### config.mk
export PLATFORM = sky130hd
export DESIGN_NAME = vn2c_blend
export DESIGN_NICKNAME = d
export VERILOG_FILES = /design/src/rtl/vn2c_pkg.sv /design/src/rtl/vn2c_blend.sv
export SDC_FILE = /design/constraint.sdc
export NUM_CORES = 1
export LEC_CHECK = 0
export BUFFER_PORTS_ARGS = -buffer_cell sky130_fd_sc_hd__buf_2
export CAP_MARGIN = 40
export CORE_MARGIN = 4
export CORE_UTILIZATION = 50
export CTS_BUF_LIST = sky130_fd_sc_hd__clkbuf_8 sky130_fd_sc_hd__clkbuf_16
export DETAILED_ROUTE_END_ITERATION = 16
export PLACE_DENSITY = 0.76
export SYNTH_ARGS = -nofsm -noshare
export SYNTH_HDL_FRONTEND = slang
export SYNTH_SLANG_ARGS = --single-unit
### constraint.sdc
create_clock -name i_clk -period 13.7 [get_ports i_clk]
set_input_delay 1.37 -clock i_clk [delete_from_list [all_inputs] [get_ports i_clk]]
set_output_delay 1.37 -clock i_clk [all_outputs]
set_load 0.005 [all_outputs]
### src/rtl/vn2c_pkg.sv
`default_nettype none
package vn2c_pkg;

    // lattice and coordinate defaults
    localparam int COORD_BITS_DEF   = 24;
    localparam int COS_TABLE_ENTRIES = 2048;
    localparam int COS_HALF          = COS_TABLE_ENTRIES / 2;
    localparam int COS_QUARTER       = COS_HALF / 2;
    localparam int IDX_BITS          = $clog2(COS_HALF);
    localparam int FLOG_BITS         = 4;
    localparam int VAL_BITS          = 9;
    localparam int WGT_BITS          = 16;

    // angle step of one table entry
    localparam real COS_STEP = 2.0 * 3.14159265358979323846 / real'(COS_TABLE_ENTRIES);

    // the hash output only uses bits 26..19, so all hash arithmetic is mod 2^27
    localparam int HASH_BITS = 27;
    localparam int LANES     = 16;

    localparam logic [HASH_BITS-1:0] ROW_STRIDE = HASH_BITS'(57);
    localparam logic [HASH_BITS-1:0] HASH_K1    = HASH_BITS'(15731);
    localparam logic [HASH_BITS-1:0] HASH_K2    = HASH_BITS'(789221);
    localparam logic [HASH_BITS-1:0] HASH_K3    = HASH_BITS'(32'd1376312589);
    localparam int                   HASH_SHIFT = 13;
    localparam int                   HASH_POS   = 19;

    localparam logic [16:0] WGT_ONE = 17'd65536;

    typedef logic [WGT_BITS-1:0] t_wtab [COS_HALF];
    typedef logic [7:0]          t_hash_vec [LANES];

    // interpolation weight (65536 - trunc(65536*cos)) / 2 for one table entry
    function automatic logic [WGT_BITS-1:0] cos_weight(input int k);
        real c;
        int  r;
        c = $cos(COS_STEP * real'(k));
        r = $rtoi(65536.0 * c);
        if (k == 0) begin
            r = 65536;
        end
        if (k == COS_QUARTER) begin
            r = 0;
        end
        return WGT_BITS'((65536 - r) >>> 1);
    endfunction

    function automatic t_wtab build_wtab();
        t_wtab t;
        for (int k = 0; k < COS_HALF; k++) begin
            t[k] = cos_weight(k);
        end
        return t;
    endfunction

endpackage
`default_nettype wire

### src/rtl/vn2c_blend.sv
`default_nettype none
// one cosine blend between two values, registered
module vn2c_blend (
    input  wire logic                          i_clk,
    input  wire logic                          i_en,
    input  wire logic [vn2c_pkg::VAL_BITS-1:0] i_a,
    input  wire logic [vn2c_pkg::VAL_BITS-1:0] i_b,
    input  wire logic [vn2c_pkg::WGT_BITS-1:0] i_w,
    output logic      [vn2c_pkg::VAL_BITS-1:0] o_value
);
    localparam int VB = vn2c_pkg::VAL_BITS;
    localparam int WB = vn2c_pkg::WGT_BITS;

    logic [VB+WB-1:0] n_pb;
    logic [VB+WB:0]   n_pa;
    logic [16:0]      n_wc;
    logic [VB:0]      n_sum;
    logic [VB-1:0]    r_value;

    // weighted sum of both ends
    always_comb begin
        n_wc  = vn2c_pkg::WGT_ONE - {1'b0, i_w};
        n_pb  = i_w * i_b;
        n_pa  = n_wc * i_a;
        n_sum = (VB+1)'(n_pb >> WB) + (VB+1)'(n_pa >> WB);
    end

    always_ff @(posedge i_clk) begin
        if (i_en) begin
            r_value <= n_sum[VB-1:0];
        end
    end

    assign o_value = r_value;

endmodule
`default_nettype wire

== After elaboration in Yosys (flattened, before gate mapping) ==
Index checks and enable logic that the tools add are counted.

* $add $sub $neg: 2
* Multipliers: 2

{| class="wikitable"
|+ Operators by type and width
! cell !! count
|-
| multiplier 16 x 9 -> 25 bit || 1
|-
| multiplier 17 x 9 -> 25 bit || 1
|-
| subtractor 17 x 16 -> 17 bit (first input constant) || 1
|-
| adder 9 bit || 1
|}

* Register bits: 9
* Input port bits: 36
* Output and inout port bits: 9

== Longest topological paths before layout ==
* Depth in word-level cells: 3
* Gate-level depth with buffers: 32
* Depth with buffers taken out: 30

== Least setup slack after synthesis ==
OpenSTA, ideal clock, no wires.

* Path kind: input to register
* Start: input i_w[2] (netlist bit)
* End: register r_value[8] (netlist: o_value[8]), data pin
* Arrival time: 8.156 ns
* Path slack: 5.276 ns
* Stages: 29
* Cells stage by stage: or4_4 -> or3_1 -> clkbuf_1 -> nor4_4 -> nand2_1 -> xor2_1 -> nand2_1 -> fa_1 -> inv_1 -> fa_1 -> fa_1 -> inv_1 -> fa_1 -> inv_1 -> ha_1 -> and4_1 -> o211a_1 -> a22oi_1 -> nand2_1 -> xor2_1 -> ha_1 -> fa_1 -> a21o_1 -> a21oi_1 -> nor2b_1 -> o21a_1 -> o41ai_1 -> xnor2_1 -> xnor3_1

* Word-level cells in the longest chain between the ends: 3
* Elaborated cells between the ends (all ways): 4

{| class="wikitable"
|+ Ends and longest elaborated chain
! item !! RTL line !! text
|-
| start: declaration || vn2c_blend.sv:8 || <nowiki>input wire logic [vn2c_pkg::WGT_BITS-1:0] i_w,</nowiki>
|-
| subtractor 17 x 16 -> 17 bit || vn2c_blend.sv:22 || <nowiki>n_wc = vn2c_pkg::WGT_ONE - {1'b0, i_w};</nowiki>
|-
| multiplier 17 x 9 -> 25 bit || vn2c_blend.sv:24 || <nowiki>n_pa = n_wc * i_a;</nowiki>
|-
| adder 9 bit (*) || vn2c_blend.sv:25 || <nowiki>n_sum = (VB+1)'(n_pb >> WB) + (VB+1)'(n_pa >> WB);</nowiki>
|-
| named net n_sum[8] || vn2c_blend.sv:17 || <nowiki>logic [VB:0] n_sum;</nowiki>
|-
| end signal: assignment || vn2c_blend.sv:30 || <nowiki>r_value <= n_sum[VB-1:0];</nowiki>
|-
| end: declaration || vn2c_blend.sv:18 || <nowiki>logic [VB-1:0] r_value;</nowiki>
|}

The timed path passes the listed nets; every way through them passes the cells marked *.
A chain may end at the register's enable or synchronous reset.

== Worst setup path after layout ==
Ends and elaborated chain as after synthesis.

==> impl_metrics.prom <==
# TYPE chip_impl_metric gauge
chip_impl_info{name="ws_path_type",value="primary input to register"} 1
chip_impl_metric{name="cts_hold_repair.buffers",unit=""} 0
chip_impl_metric{name="post-route-util",unit=""} 0.533
chip_impl_metric{name="final-setup-viol-count",unit=""} 0
chip_impl_metric{name="setup_total_negative_slack",unit="ns"} 0
chip_impl_info{name="largest_delay_share_family_worst_path",value="adder cells"} 1
chip_impl_metric{name="drc",unit=""} 0
chip_impl_metric{name="cts_made_buffers",unit=""} 3
chip_impl_info{name="status",value="finished, final reports clean"} 1
chip_impl_metric{name="detail-route-antenna-nets",unit=""} 0
chip_impl_metric{name="core.rowCount",unit=""} 49
chip_impl_metric{name="cts_repair_resize_count",unit=""} 0
chip_impl_metric{name="min_delay_path_depth",unit=""} 1
chip_impl_metric{name="design.portCount",unit=""} 45
chip_impl_metric{name="hold_slack",unit="ns"} 1.49
chip_impl_metric{name="detailed_place_hpwl",unit="um"} 16400
chip_impl_metric{name="design.die.area",unit="sq um"} 20500
chip_impl_metric{name="detail_route.iter0.violations",unit=""} 387
chip_impl_metric{name="synth_enable_flop_cells",unit=""} 9
chip_impl_metric{name="largest_reg_flops",unit=""} 9
chip_impl_metric{name="die_w",unit="um"} 143
chip_impl_metric{name="timing.critical_path.arrival",unit="ns"} 9.07
chip_impl_metric{name="finish.net_count",unit=""} 1387
chip_impl_info{name="cts-root-buf",value="sky130_fd_sc_hd__clkbuf_16"} 1
chip_impl_metric{name="vias",unit=""} 6808
chip_impl_info{name="cp-end-kind",value="register"} 1
chip_impl_metric{name="power_density",unit="nW/um^2"} 181
chip_impl_metric{name="drv.max_cap_violation_count",unit=""} 0
chip_impl_metric{name="final_cell_count_no_fill",unit=""} 1286
chip_impl_metric{name="ys_seq_area_frac",unit=""} 0.0296
chip_impl_metric{name="synth.cell_area",unit="sq um"} 9140
chip_impl_metric{name="routability_cong",unit=""} 0.837
chip_impl_metric{name="postSynthCellCount",unit=""} 1049
chip_impl_metric{name="detail_route.first_pass.iterations",unit=""} 5
chip_impl_metric{name="n_fill_cell",unit=""} 1707
chip_impl_info{name="synth_top_flop_cell",value="sky130_fd_sc_hd__edfxtp_1"} 1
chip_impl_metric{name="syn_area_per_cell",unit="sq um"} 8.71
chip_impl_metric{name="clock_pin_slew_reported_for_the_worst_setup_and_hold_paths_after_clock_tree_synthesis",unit="ns"} 0.04
chip_impl_metric{name="post-place-cells",unit=""} 1282
chip_impl_metric{name="die_h",unit="um"} 143
chip_impl_metric{name="first_global_vias",unit=""} 7583
chip_impl_info{name="tritoncts_clock_tree",value="yes"} 1
chip_impl_metric{name="antenna_found_initial",unit=""} 0
chip_impl_metric{name="report.final.hold_viol_count",unit=""} 0
chip_impl_metric{name="cts-root-to-sink-buffers",unit=""} 2
chip_impl_metric{name="post_route_cells_drive_above_1_share",unit=""} 0.0511
chip_impl_metric{name="initial_utilization",unit=""} 0.509
chip_impl_info{name="hold_end",value="o_value[6]"} 1
chip_impl_metric{name="routed_via_density",unit=""} 5.29
chip_impl_metric{name="maximum_number_of_pins_on_one_net_before_global_route_repair",unit=""} 21
chip_impl_metric{name="max_freq",unit="MHz"} 110
chip_impl_metric{name="asyncSetResetFlopFracSynth",unit=""} 0
chip_impl_info{name="start_point_of_the_worst_hold_path",value="i_en"} 1
chip_impl_metric{name="post_cts.repair.setup_buffers",unit=""} 0
chip_impl_metric{name="routed_wirelength",unit="um"} 20300
chip_impl_metric{name="cp_num_buf_inv",unit=""} 4
chip_impl_metric{name="period_needed",unit="ns"} 9.09
chip_impl_info{name="critPathSlowestCell",value="sky130_fd_sc_hd__xor2_1"} 1
chip_impl_metric{name="crit_path_max_incr_delay",unit="ns"} 0.60
chip_impl_metric{name="grt_remaining_overflow",unit=""} 0
chip_impl_metric{name="global_route.usage.total",unit=""} 0.211
chip_impl_metric{name="synth.net_count",unit=""} 1378
chip_impl_metric{name="yosys_warnings",unit=""} 0
chip_impl_metric{name="flow.area_growth_from_synthesis",unit="%"} 4.75
chip_impl_metric{name="core_region_area",unit="sq um"} 18000
chip_impl_metric{name="ctsHtreeMaxLevel",unit=""} 1
chip_impl_metric{name="layout.cell_area.non_filler",unit="sq um"} 9570
chip_impl_metric{name="worstMarginPinSlew",unit="ns"} 0.871
chip_impl_info{name="layout_common_cells",value="sky130_fd_sc_hd__inv_1, sky130_fd_sc_hd__fa_1, sky130_fd_sc_hd__nand2_1"} 1
chip_impl_metric{name="critical_path_required",unit="ns"} 13.68
chip_impl_metric{name="port_buffers",unit=""} 44
chip_impl_info{name="crit_path_start_kind",value="primary input"} 1
chip_impl_metric{name="fin_ws",unit="ns"} 4.61
chip_impl_metric{name="grt_pass1_wl",unit="um"} 35400
chip_impl_info{name="layout_commonest_cell",value="sky130_fd_sc_hd__inv_1"} 1
chip_impl_info{name="crit_path_frequent_cell",value="sky130_fd_sc_hd__fa_1"} 1
chip_impl_metric{name="detail_route.wl_per_cell",unit="um"} 15.8
chip_impl_metric{name="fin_total_pwr",unit="mW"} 1.73
chip_impl_metric{name="irDropWorstVdd",unit="mV"} 0.335
chip_impl_metric{name="final_worst_path_cycle_share",unit=""} 0.664
chip_impl_metric{name="numClockSinks",unit=""} 9
chip_impl_info{name="rsz_0062_raised_after_global_routing",value="no"} 1
chip_impl_metric{name="max_slew_margin",unit=""} 0.415
chip_impl_metric{name="dpl_worst_slack",unit="ns"} 4.43
chip_impl_metric{name="dpl-instance-area",unit="sq um"} 9490
chip_impl_metric{name="ys_seq_elements",unit=""} 9
chip_impl_metric{name="critPathMaxFanout",unit=""} 13
chip_impl_metric{name="number_of_different_library_cells_in_the_post_synthesis_netlist",unit=""} 52
chip_impl_metric{name="antenna_cells_inserted",unit=""} 0
chip_impl_info{name="hp-class",value="primary input to register"} 1
chip_impl_metric{name="max_slew_violation_total_from_the_final_report",unit=""} 0
chip_impl_metric{name="static-leakage-power",unit="nW"} 5.00
==> logic make-up (layout without fill, tap and decap cells) <==
| group | Yosys count | count (layout) | synth area share |
|---|---|---|---|
| buffers and inverters | 276 | 284 | 0.113 |
| and+or+nand+nor | 376 | 376 | 0.211 |
| muxes | 1 | 1 | 0.00110 |
| DFF | 9 | 9 | 0.0296 |
| adders and majority gates | 293 | 293 | 0.568 |
| xor gates and xnor gates | 37 | 37 | 0.0370 |
| AOI/OAI and AO/OA | 57 | 57 | 0.0398 |
==> final cells by class <==
class                      count  area [sq um]  area share
multi-input combinational    764          7830       0.818
inverter                     236           886      0.0925
tap                          229           287      0.0299
sequential                     9           270      0.0282
timing repair buffer          44           220      0.0230
clock buffer                   3          75.1     0.00784
clock inverter                 1          3.75    0.000392
==> cell usage after synthesis (2+ instances only) <==
master / n / area share
sky130_fd_sc_hd__a211oi_1: 3 / 0.0025
sky130_fd_sc_hd__a21boi_0: 2 / 0.0016
sky130_fd_sc_hd__a21o_1: 3 / 0.0025
sky130_fd_sc_hd__a21oi_1: 18 / 0.0099
sky130_fd_sc_hd__and2_1: 139 / 0.095
sky130_fd_sc_hd__and3_1: 7 / 0.0048
sky130_fd_sc_hd__and4_1: 2 / 0.0019
sky130_fd_sc_hd__buf_1: 2 / 0.00082
sky130_fd_sc_hd__clkbuf_1: 37 / 0.015
sky130_fd_sc_hd__edfxtp_1: 9 / 0.030
sky130_fd_sc_hd__fa_1: 203 / 0.44
sky130_fd_sc_hd__ha_1: 90 / 0.12
sky130_fd_sc_hd__inv_1: 236 / 0.097
sky130_fd_sc_hd__nand2_1: 160 / 0.066
sky130_fd_sc_hd__nand3_1: 10 / 0.0055
sky130_fd_sc_hd__nand4_1: 4 / 0.0027
sky130_fd_sc_hd__nor2_1: 20 / 0.0082
sky130_fd_sc_hd__nor3_1: 14 / 0.0077
sky130_fd_sc_hd__nor3b_1: 2 / 0.0016
sky130_fd_sc_hd__nor4_1: 4 / 0.0027
sky130_fd_sc_hd__nor4_2: 2 / 0.0027
sky130_fd_sc_hd__o21a_1: 5 / 0.0041
sky130_fd_sc_hd__o21ai_0: 11 / 0.0060
sky130_fd_sc_hd__o21bai_1: 3 / 0.0025
sky130_fd_sc_hd__or2_2: 2 / 0.0014
sky130_fd_sc_hd__xnor2_1: 27 / 0.026
sky130_fd_sc_hd__xor2_1: 9 / 0.0086
==> per-layer routing <==
layer / GRT usage / wire (um) / share of wire
met5: 0 / 0 / 0
met4: 0.0495 / 370 / 0.018
met3: 0.0124 / 1010 / 0.050
met2: 0.370 / 10100 / 0.50
met1: 0.291 / 8750 / 0.43
==> worst max-delay path by stage <==
stage,startpoint,to,slack (ns),depth (start not counted)
finish,i_w[2],o_value[8],4.61,29
global route,i_w[2],o_value[8],4.16,29
CTS,i_w[2],o_value[8],4.68,29
detailed placement,i_w[2],o_value[8],4.43,29
global placement,i_w[2],o_value[8],4.68,29
floorplan,i_w[2],o_value[8],5.28,29
==> where the power goes <==
| part | internal, mW | switching [mW] |
|---|---|---|
| registers | 0.110 | 0.00391 |
| clock network | 0.0382 | 0.0136 |
| logic | 0.673 | 0.889 |
| total | 0.821 | 0.907 |
Note: power is estimated with default switching activity, not from simulation.
